[config.mk]
export PLATFORM = sky130hd
export DESIGN_NAME = sorted_alarm_queue
export DESIGN_NICKNAME = d
export VERILOG_FILES = /design/src/rtl/saq_pkg.sv /design/src/rtl/sorted_alarm_queue.sv /design/src/rtl/saq_cell.sv
export SDC_FILE = /design/constraint.sdc
export NUM_CORES = 1
export LEC_CHECK = 0
export BUFFER_PORTS_ARGS = -buffer_cell sky130_fd_sc_hd__buf_4
export CAP_MARGIN = 25
export CORE_MARGIN = 4
export CORE_UTILIZATION = 49
export CTS_CLUSTER_DIAMETER = 200
export CTS_CLUSTER_SIZE = 20
export DETAILED_ROUTE_END_ITERATION = 7
export PLACE_DENSITY = 0.74
export SYNTH_ARGS = -nofsm -noshare
export SYNTH_HDL_FRONTEND = slang
export SYNTH_SLANG_ARGS = --single-unit
[constraint.sdc]
create_clock -name clk -period 6.7 [get_ports clk]
set_input_delay 0.67 -clock clk [delete_from_list [all_inputs] [get_ports clk]]
set_output_delay 0.67 -clock clk [all_outputs]
set_load 0.02 [all_outputs]
[src/rtl/saq_pkg.sv]
// ----------------------------------------------------------------------------
// saq_pkg
// Shared types and constants for the sorted alarm queue.
// ----------------------------------------------------------------------------
package saq_pkg;

	localparam int unsigned IdW = 2;
	localparam int unsigned TimeW = 32;
	localparam logic [TimeW-1:0] NoDeadline = 32'hFFFF_FFFF;

	localparam logic OpcArm = 1'b0;
	localparam logic OpcTick = 1'b1;

	typedef enum logic [1:0] {
		CELL_HOLD   = 2'd0,
		CELL_REMOVE = 2'd1,
		CELL_INSERT = 2'd2,
		CELL_POP    = 2'd3
	} cell_op_t;

	typedef struct packed {
		logic             vld;
		logic [IdW-1:0]   id;
		logic [TimeW-1:0] dl;
	} entry_t;

	typedef struct packed {
		cell_op_t         op;
		logic [IdW-1:0]   id;
		logic [TimeW-1:0] dl;
		logic [TimeW-1:0] now;
	} cell_ctrl_t;

endpackage

[src/rtl/sorted_alarm_queue.sv]
// ----------------------------------------------------------------------------
// sorted_alarm_queue
// Deadline-sorted alarm queue driving one shared compare value.
// ----------------------------------------------------------------------------
// Words are taken on start while busy is low; results come out one per cycle
// on strobe and cannot be held off. An arm runs a remove pass, an insert pass
// and then gives its result. A tick pops expired alarms off the head, one pop
// through the cell row per cycle, with one word per pop, or one non-fired
// word if none has expired. compare_value always shows the current head
// deadline, or all ones when the queue is empty, and is valid with strobe.
module sorted_alarm_queue #(
	parameter int unsigned NUM_ALARMS = 4
) (
	input  logic        clk,
	input  logic        arst_n,
	input  logic        start,
	output logic        busy,
	input  logic        opcode,
	input  logic [1:0]  alarm_id,
	input  logic [31:0] delay_us,
	input  logic [31:0] now,
	output logic        strobe,
	output logic        fired_valid,
	output logic [1:0]  fired_id,
	output logic        last,
	output logic [31:0] compare_value
);
	import saq_pkg::*;

	localparam logic [4:0] NumSlots = 5'(NUM_ALARMS);

	typedef enum logic [3:0] {
		ST_IDLE   = 4'b0001,
		ST_REMOVE = 4'b0010,
		ST_INSERT = 4'b0100,
		ST_POP    = 4'b1000
	} state_t;

	state_t           state_q;
	logic [IdW-1:0]   id_q;
	logic [TimeW-1:0] dl_q;
	logic [TimeW-1:0] now_q;
	logic             ign_q;

	logic             strobe_q;
	logic             fired_q;
	logic [IdW-1:0]   fid_q;
	logic             last_q;

	cell_ctrl_t ctrl;
	entry_t     ent   [NUM_ALARMS];
	entry_t     right [NUM_ALARMS];
	entry_t     left  [NUM_ALARMS];
	logic       keep_w [NUM_ALARMS];
	logic       rm_w   [NUM_ALARMS];
	logic       exp_w  [NUM_ALARMS];
	logic       lkeep  [NUM_ALARMS];
	logic       lrm    [NUM_ALARMS];
	logic       next_exp;
	logic       accept;
	logic       done;

	assign accept = start && (state_q == ST_IDLE);
	assign busy   = (state_q != ST_IDLE);

	for (genvar i = 0; i < NUM_ALARMS; i++) begin : g_cell
		if (i == 0) begin : g_first
			assign left[i]  = '0;
			assign lkeep[i] = 1'b1;
			assign lrm[i]   = 1'b0;
		end else begin : g_mid
			assign left[i]  = ent[i-1];
			assign lkeep[i] = keep_w[i-1];
			assign lrm[i]   = rm_w[i-1];
		end
		if (i == NUM_ALARMS - 1) begin : g_last
			assign right[i] = '0;
		end else begin : g_inner
			assign right[i] = ent[i+1];
		end
		saq_cell u_cell (
			.clk       (clk),
			.arst_n    (arst_n),
			.ctrl      (ctrl),
			.left      (left[i]),
			.left_keep (lkeep[i]),
			.left_rm   (lrm[i]),
			.right     (right[i]),
			.entry     (ent[i]),
			.keep      (keep_w[i]),
			.rm        (rm_w[i]),
			.expired   (exp_w[i])
		);
	end

	if (NUM_ALARMS > 1) begin : g_next
		assign next_exp = exp_w[1];
	end else begin : g_single
		assign next_exp = 1'b0;
	end

	always_comb begin
		ctrl.op  = CELL_HOLD;
		ctrl.id  = id_q;
		ctrl.dl  = dl_q;
		ctrl.now = now_q;
		done     = 1'b0;
		unique case (state_q)
			ST_IDLE:   ctrl.op = CELL_HOLD;
			ST_REMOVE: ctrl.op = CELL_REMOVE;
			ST_INSERT: begin
				if (!ign_q && !ent[NUM_ALARMS-1].vld) ctrl.op = CELL_INSERT;
				done = 1'b1;
			end
			ST_POP: begin
				if (exp_w[0]) begin
					ctrl.op = CELL_POP;
					done    = !next_exp;
				end else begin
					done = 1'b1;
				end
			end
			default: ctrl.op = CELL_HOLD;
		endcase
	end

	always_ff @(posedge clk or negedge arst_n) begin
		if (!arst_n) begin
			state_q  <= ST_IDLE;
			strobe_q <= 1'b0;
		end else begin
			strobe_q <= (state_q == ST_INSERT) || (state_q == ST_POP);
			unique case (state_q)
				ST_IDLE: begin
					if (accept) state_q <= (opcode == OpcTick) ? ST_POP : ST_REMOVE;
				end
				ST_REMOVE: state_q <= ST_INSERT;
				ST_INSERT: state_q <= ST_IDLE;
				ST_POP: begin
					if (done) state_q <= ST_IDLE;
				end
				default: state_q <= ST_IDLE;
			endcase
		end
	end

	always_ff @(posedge clk) begin
		if (accept) begin
			id_q  <= alarm_id;
			dl_q  <= now + delay_us;
			now_q <= now;
			ign_q <= ({3'b000, alarm_id} >= NumSlots);
		end
		fired_q <= (state_q == ST_POP) && exp_w[0];
		fid_q   <= ((state_q == ST_POP) && exp_w[0]) ? ent[0].id : '0;
		last_q  <= done;
	end

	assign strobe        = strobe_q;
	assign fired_valid   = fired_q;
	assign fired_id      = fid_q;
	assign last          = last_q;
	assign compare_value = ent[0].vld ? ent[0].dl : NoDeadline;

`ifndef SYNTHESIS
	a_run_continues: assert property (@(posedge clk) disable iff (!arst_n)
		strobe && !last |=> strobe)
		else $error("pop run broke off before its last word");

	a_idle_word_last: assert property (@(posedge clk) disable iff (!arst_n)
		strobe && !fired_valid |-> last)
		else $error("non-fired word not marked last");

	a_finish_word: assert property (@(posedge clk) disable iff (!arst_n)
		$fell(busy) |-> strobe && last)
		else $error("busy dropped without a final word");

	for (genvar k = 0; k + 1 < NUM_ALARMS; k++) begin : g_chk
		a_sorted: assert property (@(posedge clk) disable iff (!arst_n)
			ent[k+1].vld |-> ent[k].vld && (ent[k].dl <= ent[k+1].dl))
			else $error("cell row out of order");
	end
`endif

endmodule

[src/rtl/saq_cell.sv]
// ----------------------------------------------------------------------------
// saq_cell
// One queue position: slot id and deadline, shifts with its neighbors.
// ----------------------------------------------------------------------------
module saq_cell (
	input  logic               clk,
	input  logic               arst_n,
	input  saq_pkg::cell_ctrl_t ctrl,
	input  saq_pkg::entry_t    left,
	input  logic               left_keep,
	input  logic               left_rm,
	input  saq_pkg::entry_t    right,
	output saq_pkg::entry_t    entry,
	output logic               keep,
	output logic               rm,
	output logic               expired
);
	import saq_pkg::*;

	logic             vld_q;
	logic [IdW-1:0]   id_q;
	logic [TimeW-1:0] dl_q;
	entry_t           ent_q;
	entry_t           ent_d;

	assign ent_q   = '{vld: vld_q, id: id_q, dl: dl_q};
	assign entry   = ent_q;
	assign keep    = ent_q.vld && (ent_q.dl <= ctrl.dl);
	assign rm      = left_rm || (ent_q.vld && (ent_q.id == ctrl.id));
	assign expired = ent_q.vld && (ent_q.dl < ctrl.now);

	always_comb begin
		ent_d = ent_q;
		unique case (ctrl.op)
			CELL_HOLD: ent_d = ent_q;
			CELL_REMOVE: begin
				if (rm) ent_d = right;
			end
			CELL_INSERT: begin
				if (!keep) begin
					if (left_keep) begin
						ent_d.vld = 1'b1;
						ent_d.id  = ctrl.id;
						ent_d.dl  = ctrl.dl;
					end else begin
						ent_d = left;
					end
				end
			end
			CELL_POP: ent_d = right;
			default: ent_d = ent_q;
		endcase
	end

	always_ff @(posedge clk or negedge arst_n) begin
		if (!arst_n) begin
			vld_q <= 1'b0;
		end else begin
			vld_q <= ent_d.vld;
		end
	end

	always_ff @(posedge clk) begin
		id_q <= ent_d.id;
		dl_q <= ent_d.dl;
	end

endmodule
## After elaboration in Yosys (flattened, before gate mapping)

Cells that the tools add are included.

| word-level totals | value |
|---|---|
| bits in latches | 0 |
| register bits | 215 |
| bits in writable memories | 0 |
| input port bits | 70 |
| memories | 0 |
| output and inout port bits | 38 |
| word-level logic and storage cells | 98 |
| ROM bits | 0 |

| cells by class | value |
|---|---|
| multiply operators | 0 |
| div/mod/pow operators | 0 |
| add/subtract/negate cells | 1 |
| eq/ne operators | 22 |
| multiplexer cells | 25 |
| shift operators | 0 |
| reductions and logical operators | 23 |
| $lt $le $gt $ge | 6 |
| bitwise logic cells | 1 |

Operators with widths:

| cell | number |
|---|---|
| 35-bit one-hot mux with 3 select lines | 4 |
| 35-bit two-way mux | 11 |
| 32-bit <= comparator | 4 |
| 32-bit less-than comparator | 2 |
| 32-bit adder | 1 |
| 32-bit two-way mux | 1 |
| 1-bit logical AND | 12 |
| 4-bit two-way mux | 3 |
| 2-bit inequality test (second input constant) | 6 |
| 4-bit one-hot mux with 3 select lines | 1 |
| 3-bit AND reduction | 4 |
| 2-bit == test | 4 |
| 2-bit by 1-bit inequality test with 1-bit output (second input constant) | 4 |
| 2-bit one-hot mux with 3 select lines | 1 |
| 2-bit == test (second input constant) | 2 |
| 4-bit by 1-bit == test with 1-bit output (second input constant) | 1 |
| 4-bit by 2-bit == test with 1-bit output (second input constant) | 1 |
| 4-bit by 3-bit == test with 1-bit output (second input constant) | 1 |
| 4-bit == test (second input constant) | 1 |
| 1-bit logical OR | 4 |
| 2-bit two-way mux | 2 |
| 4-bit by 1-bit inequality test with 1-bit output (second input constant) | 1 |
| 2-bit by 1-bit == test with 1-bit output (second input constant) | 1 |
| 2-bit zero test | 1 |
| 5 further kinds | 5 |

## Depth between registers and ports, before layout

| logic depth | value |
|---|---|
| depth in word-level cells | 7 |
| mapped depth | 13 |
| gate-level depth less buffers | 12 |

## Hierarchy

A second synthesis with hierarchy kept.

| unflattened totals | value |
|---|---|
| cell total of the unflattened synthesis | 1908 |
| area, all modules | 17878.4 sq um |

By module, submodules not included:

| module | cells each | area each (sq um) | instances | sequential area each (sq um) |
|---|---|---|---|---|
| saq_cell | 386 | 3435.8 | 4 | 1046.0 |
| sorted_alarm_queue | 364 | 4135.2 | 1 | 2188.3 |

## Worst setup path before layout

No wires, ideal clock.

| timing | value |
|---|---|
| path type | register -> register |
| from | register dl_q[29] |
| to | register g_cell[2].u_cell.vld_q |
| data required time | 6.622 ns |
| arrival time | 4.897 ns |
| path buffers | 0 |
| library setup time | 0.078 ns |
| clock period less this slack | 4.975 ns |
| setup slack | 1.725 ns |
| stages on the path, launching flop included | 11 |
| cell sequence | edfxtp_1 inv_1 ha_1 nand4_1 nor3_2 nand3_1 or2_2 a21oi_1 nor4_2 o31ai_1 o221a_1 |

| on the way | value |
|---|---|
| cells in the longest elaborated chain, start to end | 5 |
| elaborated cells on any way between the ends | 9 |
| classes of those cells | 2 x order compare; 1 x eq/ne; 3 x mux; 3 x reduce/logical |

Ends and longest elaborated chain:

| item | RTL line | text |
|---|---|---|
| from (decl) | sorted_alarm_queue.sv:41 | `logic [TimeW-1:0] dl_q;` |
| from (signal assigned) | sorted_alarm_queue.sv:150 | `dl_q <= now + delay_us;` |
| 32-bit <= comparator | saq_cell.sv:28 | `assign keep = ent_q.vld && (ent_q.dl <= ctrl.dl);` |
| 1-bit logical AND | saq_cell.sv:28 |  |
| 35-bit two-way mux | saq_cell.sv:41 | `if (left_keep) begin` |
| 35-bit two-way mux | saq_cell.sv:40 | `if (!keep) begin` |
| 35-bit one-hot mux with 3 select lines | saq_cell.sv:34 | `unique case (ctrl.op)` |
| to (signal assigned) | saq_cell.sv:59 | `vld_q <= ent_d.vld;` |
| to (decl) | saq_cell.sv:20 | `logic vld_q;` |

Parallel ways exist; a longest one is shown, timed or not. The select of a mux whose other input is x is not followed.
A chain may end at the register's enable or synchronous reset.

## Final worst setup path

| timing | value |
|---|---|
| from | register g_cell[0].u_cell.dl_q[9] |
| to | register g_cell[1].u_cell.dl_q[11] (enable) |

| on the way | value |
|---|---|
| cells in the longest elaborated chain, start to end | 7 |
| elaborated cells on any way between the ends | 11 |
| classes of those cells | 1 x order compare; 4 x eq/ne; 2 x mux; 1 x bitwise; 3 x reduce/logical |

Ends and longest elaborated chain:

| item | RTL line | text |
|---|---|---|
| from (decl) | saq_cell.sv:22 | `logic [TimeW-1:0] dl_q;` |
| from (signal assigned) | saq_cell.sv:65 | `dl_q <= ent_d.dl;` |
| 32-bit less-than comparator * | saq_cell.sv:30 | `assign expired = ent_q.vld && (ent_q.dl < ctrl.now);` |
| 1-bit logical AND * | saq_cell.sv:30 |  |
| 2-bit two-way mux * | sorted_alarm_queue.sv:116 | `if (exp_w[0]) begin` |
| 2-bit one-hot mux with 3 select lines * | sorted_alarm_queue.sv:108 | `unique case (state_q)` |
| 2-bit == test, or another cell as far along | saq_cell.sv:34 |  |
| 2-bit inequality test (no line), or another cell as far along | - |  |
| 3-bit AND reduction (no line) * | - |  |
| to (signal assigned) | saq_cell.sv:65 |  |
| to (decl) | saq_cell.sv:22 |  |

Every way passes the cells marked *; elsewhere a longest branch is shown, timed or not.

==> impl_metrics.tcl <==
set metrics [dict create \
    die-height_um 180 \
    grt_pass1_vias 10886 \
    power.ir.vdd_worst_v 0.000127 \
    post-route-drc-count 0 \
    seq_area_frac_synth 0.439 \
    cts_made_buffers 14 \
    portion_of_the_clock_cycle_consumed_by_the_worst_path_in_the_final_layout 0.590 \
    gr-usage-all-layers 0.224 \
    fraction_of_the_core_area_covered_by_cells_at_the_end_of_the_flow 0.556 \
    tightestPinTransition_ns 0.969 \
    tns_ns 0 \
    synthesized_flop_and_latch_total 215 \
    fraction_of_layout_cells_with_a_size_suffix_above_1 0.113 \
    commonest_cells_after_routing_fill_and_taps_aside "sky130_fd_sc_hd__edfxtp_1, sky130_fd_sc_hd__ha_1, sky130_fd_sc_hd__nand2_1" \
    path_class "reg -> reg" \
    worst_path_largest_cell_delay_ns 0.51 \
    timing.final.max_slew_violations 0 \
    timing_hold_violations_final 0 \
    critPathRequiredTime_ns 6.84 \
    run_status "finished clean" \
    clock_tree.buffer_depth 3 \
    p_leak_nw 7.25 \
    worstPathMaxFanout 24 \
    critical_path.cell_chain "ha_1 > a21o_1 > a21o_1 > a211oi_2 > o211ai_1 > a211o_1 > a21oi_2 > inv_2 > nand2_1 > buf_4" \
    routed_wirelength_um 37500 \
    finalCriticalPeriod_ns 3.95 \
    ys.flop_type "sky130_fd_sc_hd__edfxtp_1" \
    synth_cell_types 76 \
    cts_max_level 1 \
    timing.critical_path.to_type "flop" \
    post-route-cell-area_um2 16100 \
    rsz0062_at_grt "no" \
    critical_path.startpoint_type "flop" \
    postCtsSetupRepairBufs 0 \
    antenna_found_initial 0 \
    initial_utilization 0.501 \
    crit_path_top_delay_cell "sky130_fd_sc_hd__nand2_1" \
    postSynth.asyncResetShare 0.0419 \
    maxCapViolCount 0 \
    rr_startpoint "g_cell[0].u_cell.dl_q[9]" \
    synthCells 1364 \
    area_delta_synth_final_pct 11.1 \
    timing.hold.worst.start "opcode" \
    clock.fmax_ghz 0.253 \
    cpMostUsedCell "sky130_fd_sc_hd__a21o_1" \
    class_of_the_tightest_hold_or_removal_check "in -> reg" \
    filler_cells_inserted 2521 \
    total_power_per_unit_cell_area_nw_per_um2 238 \
    synth_top_area_cell "sky130_fd_sc_hd__edfxtp_1" \
    place_congestion 0.909 \
    combined_area_of_the_multi_input_logic_cells_um2 7590 \
    synth_top_area_frac 0.417 \
    syn_avg_cell_area_um2 10.7 \
    syn_nets 1624 \
    layout_commonest_cell "sky130_fd_sc_hd__edfxtp_1" \
    grt_start_max_net_pins 119 \
    globalRoute.totalOverflow 0 \
    post_cts_resized 0 \
    synth_enable_flop_cells 202 \
    vias_per_cell 5.85 \
    design.die.area_um2 32500 \
    place_hpwl_um 27400 \
    dr_total_vias 10800 \
    maxSlewHeadroom 0.353 \
    floorplan_core_area_um2 29000 \
    numPortBuffers 107 \
    io_pins 108 \
    critical_path_buf_inv_count 2 \
    grt_first_pass_wirelength_um 59300 \
    tritoncts "built" \
    n_antenna_cell 0 \
    post_dp_cell_area_um2 15700 \
    initialDrtViolationCount 947 \
    cts_root_buffer "sky130_fd_sc_hd__clkbuf_16" \
    critPathTopFamily "compound AO/OA/AOI/OAI gates" \
    num_clock_sinks 215 \
    timing.clock.skew_ns 0.0218 \
    yosysWarnings 0 \
    fin_hold_ws_ns 0.332 \
    drt_pre_antenna_iters 5 \
    final_net_count 1714 \
    die_width_um 180 \
    start_point_of_the_critical_path "g_cell[0].u_cell.dl_q[9]" \
    arrival_ns 4.09 \
    detail-route-antenna-nets 0 \
    row_count 62 \
    drt-wirelength-per-cell_um 20.3 \
    finalSetupViolCount 0 \
    top_area_cells_in_the_synthesized_netlist "sky130_fd_sc_hd__edfxtp_1, sky130_fd_sc_hd__ha_1, sky130_fd_sc_hd__mux2i_1" \
    clk_latency_ns 0.50 \
    mappedNetlistArea_um2 14500 \
    seq_area_um2 6370 \
    clk_pin_slew_ns 0.10 \
]
area by class of cell:
type	count	share of cell area
Clock buffer	23	0.0251
Timing Repair Buffer	122	0.0610
Multi-Input combinational cell	1020	0.470
Inverter	81	0.0188
Clock inverter	1	0.000465
Sequential cell	215	0.395
Tap cell	384	0.0298
repair_timing:
item | in CTS | in global routing
endpoints found under the hold margin | 8 | 0
hold buffers | 1 | 0
endpoints found under the setup margin | 0 | 0
worst register-to-register path, cell delays in order (launching register included):
cell                       delay (ns)
sky130_fd_sc_hd__edfxtp_1        0.50
sky130_fd_sc_hd__ha_1            0.34
sky130_fd_sc_hd__a21o_1          0.19
sky130_fd_sc_hd__a21o_1          0.18
sky130_fd_sc_hd__a211oi_2        0.27
sky130_fd_sc_hd__o211ai_1        0.22
sky130_fd_sc_hd__a211o_1         0.39
sky130_fd_sc_hd__a21oi_2         0.36
sky130_fd_sc_hd__inv_2           0.11
sky130_fd_sc_hd__nand2_1         0.51
sky130_fd_sc_hd__buf_4           0.50
report_power, final:
part	total [mW]	internal (mW)	leakage (nW)	switching, mW
Clock	0.894	0.420	0.194	0.474
Combinational	1.26	0.516	5.02	0.743
Sequential	1.68	1.59	2.04	0.0928
Total	3.84	2.53	7.25	1.31
Yosys cell counts (all sizes together), types with 4 or more instances:
library cell	instances
a211o	6
a211oi	11
a21o	64
a21oi	62
and2	4
buf	19
clkbuf	26
dfrtp	8
dfxtp	4
edfxtp	202
ha	189
inv	81
mux2i	102
nand2	151
nand2b	39
nand3	16
nand4	32
nor2	66
nor2b	15
nor3	9
nor4	7
o211ai	6
o21a	14
o21ai	133
o21bai	4
or2	4
xnor2	26
xor2	11
through the flow:
step	worst slack (ns)	instances	total power, mW
after floorplan	1.73	1364	2.58
after global placement	2.51	1815	2.93
after detailed placement	2.63	1819	2.95
after CTS	2.74	1844	3.84
after global routing	2.50	1846	4.03
final	2.75	1846	3.84
path summary, 6_finish.rpt:
check	cells after the start	slack (ns)	end
max	10	2.75	g_cell[1].u_cell.dl_q[11]
min	2	0.33	state_q[1]
max reg2reg	10	2.75	g_cell[1].u_cell.dl_q[11]
min reg2reg	2	0.52	g_cell[2].u_cell.dl_q[17]
max in group asynchronous	2	5.94	state_q[0]
min in group asynchronous	2	0.53	g_cell[3].u_cell.vld_q
metal layers:
metal | GRT usage | share of wire | up-vias
li1 | - | - | 5217
met1 | 0.306 | 0.44 | 5188
met2 | 0.374 | 0.47 | 338
met3 | 0.0309 | 0.062 | 57
met4 | 0.0656 | 0.025 | 0
met5 | 0 | 0 | -
state kept, by name, indices dropped and copies added (netlist names):
signal / cells
now_q: 32
g_cell.u_cell.vld_q: 4
g_cell.u_cell.id_q: 8
strobe: 1
fired_valid: 1
dl_q: 32
id_q: 2
state_q: 4
last: 1
fired_id: 2
g_cell.u_cell.dl_q: 128
kinds of logic (layout without fill, tap and decap cells):
group	after synthesis	count (layout)	share of synthesized area
buffers and inverters	129	227	0.0422
flip-flops	215	215	0.439
multiplexers	102	102	0.0703
AND/OR/NAND/NOR	355	355	0.117
AO/OA/AOI/OAI	336	336	0.146
XOR/XNOR	37	37	0.0223
adder cells (fa/ha/maj)	190	190	0.164
No activity file was read; power rests on OpenSTA's default activity.
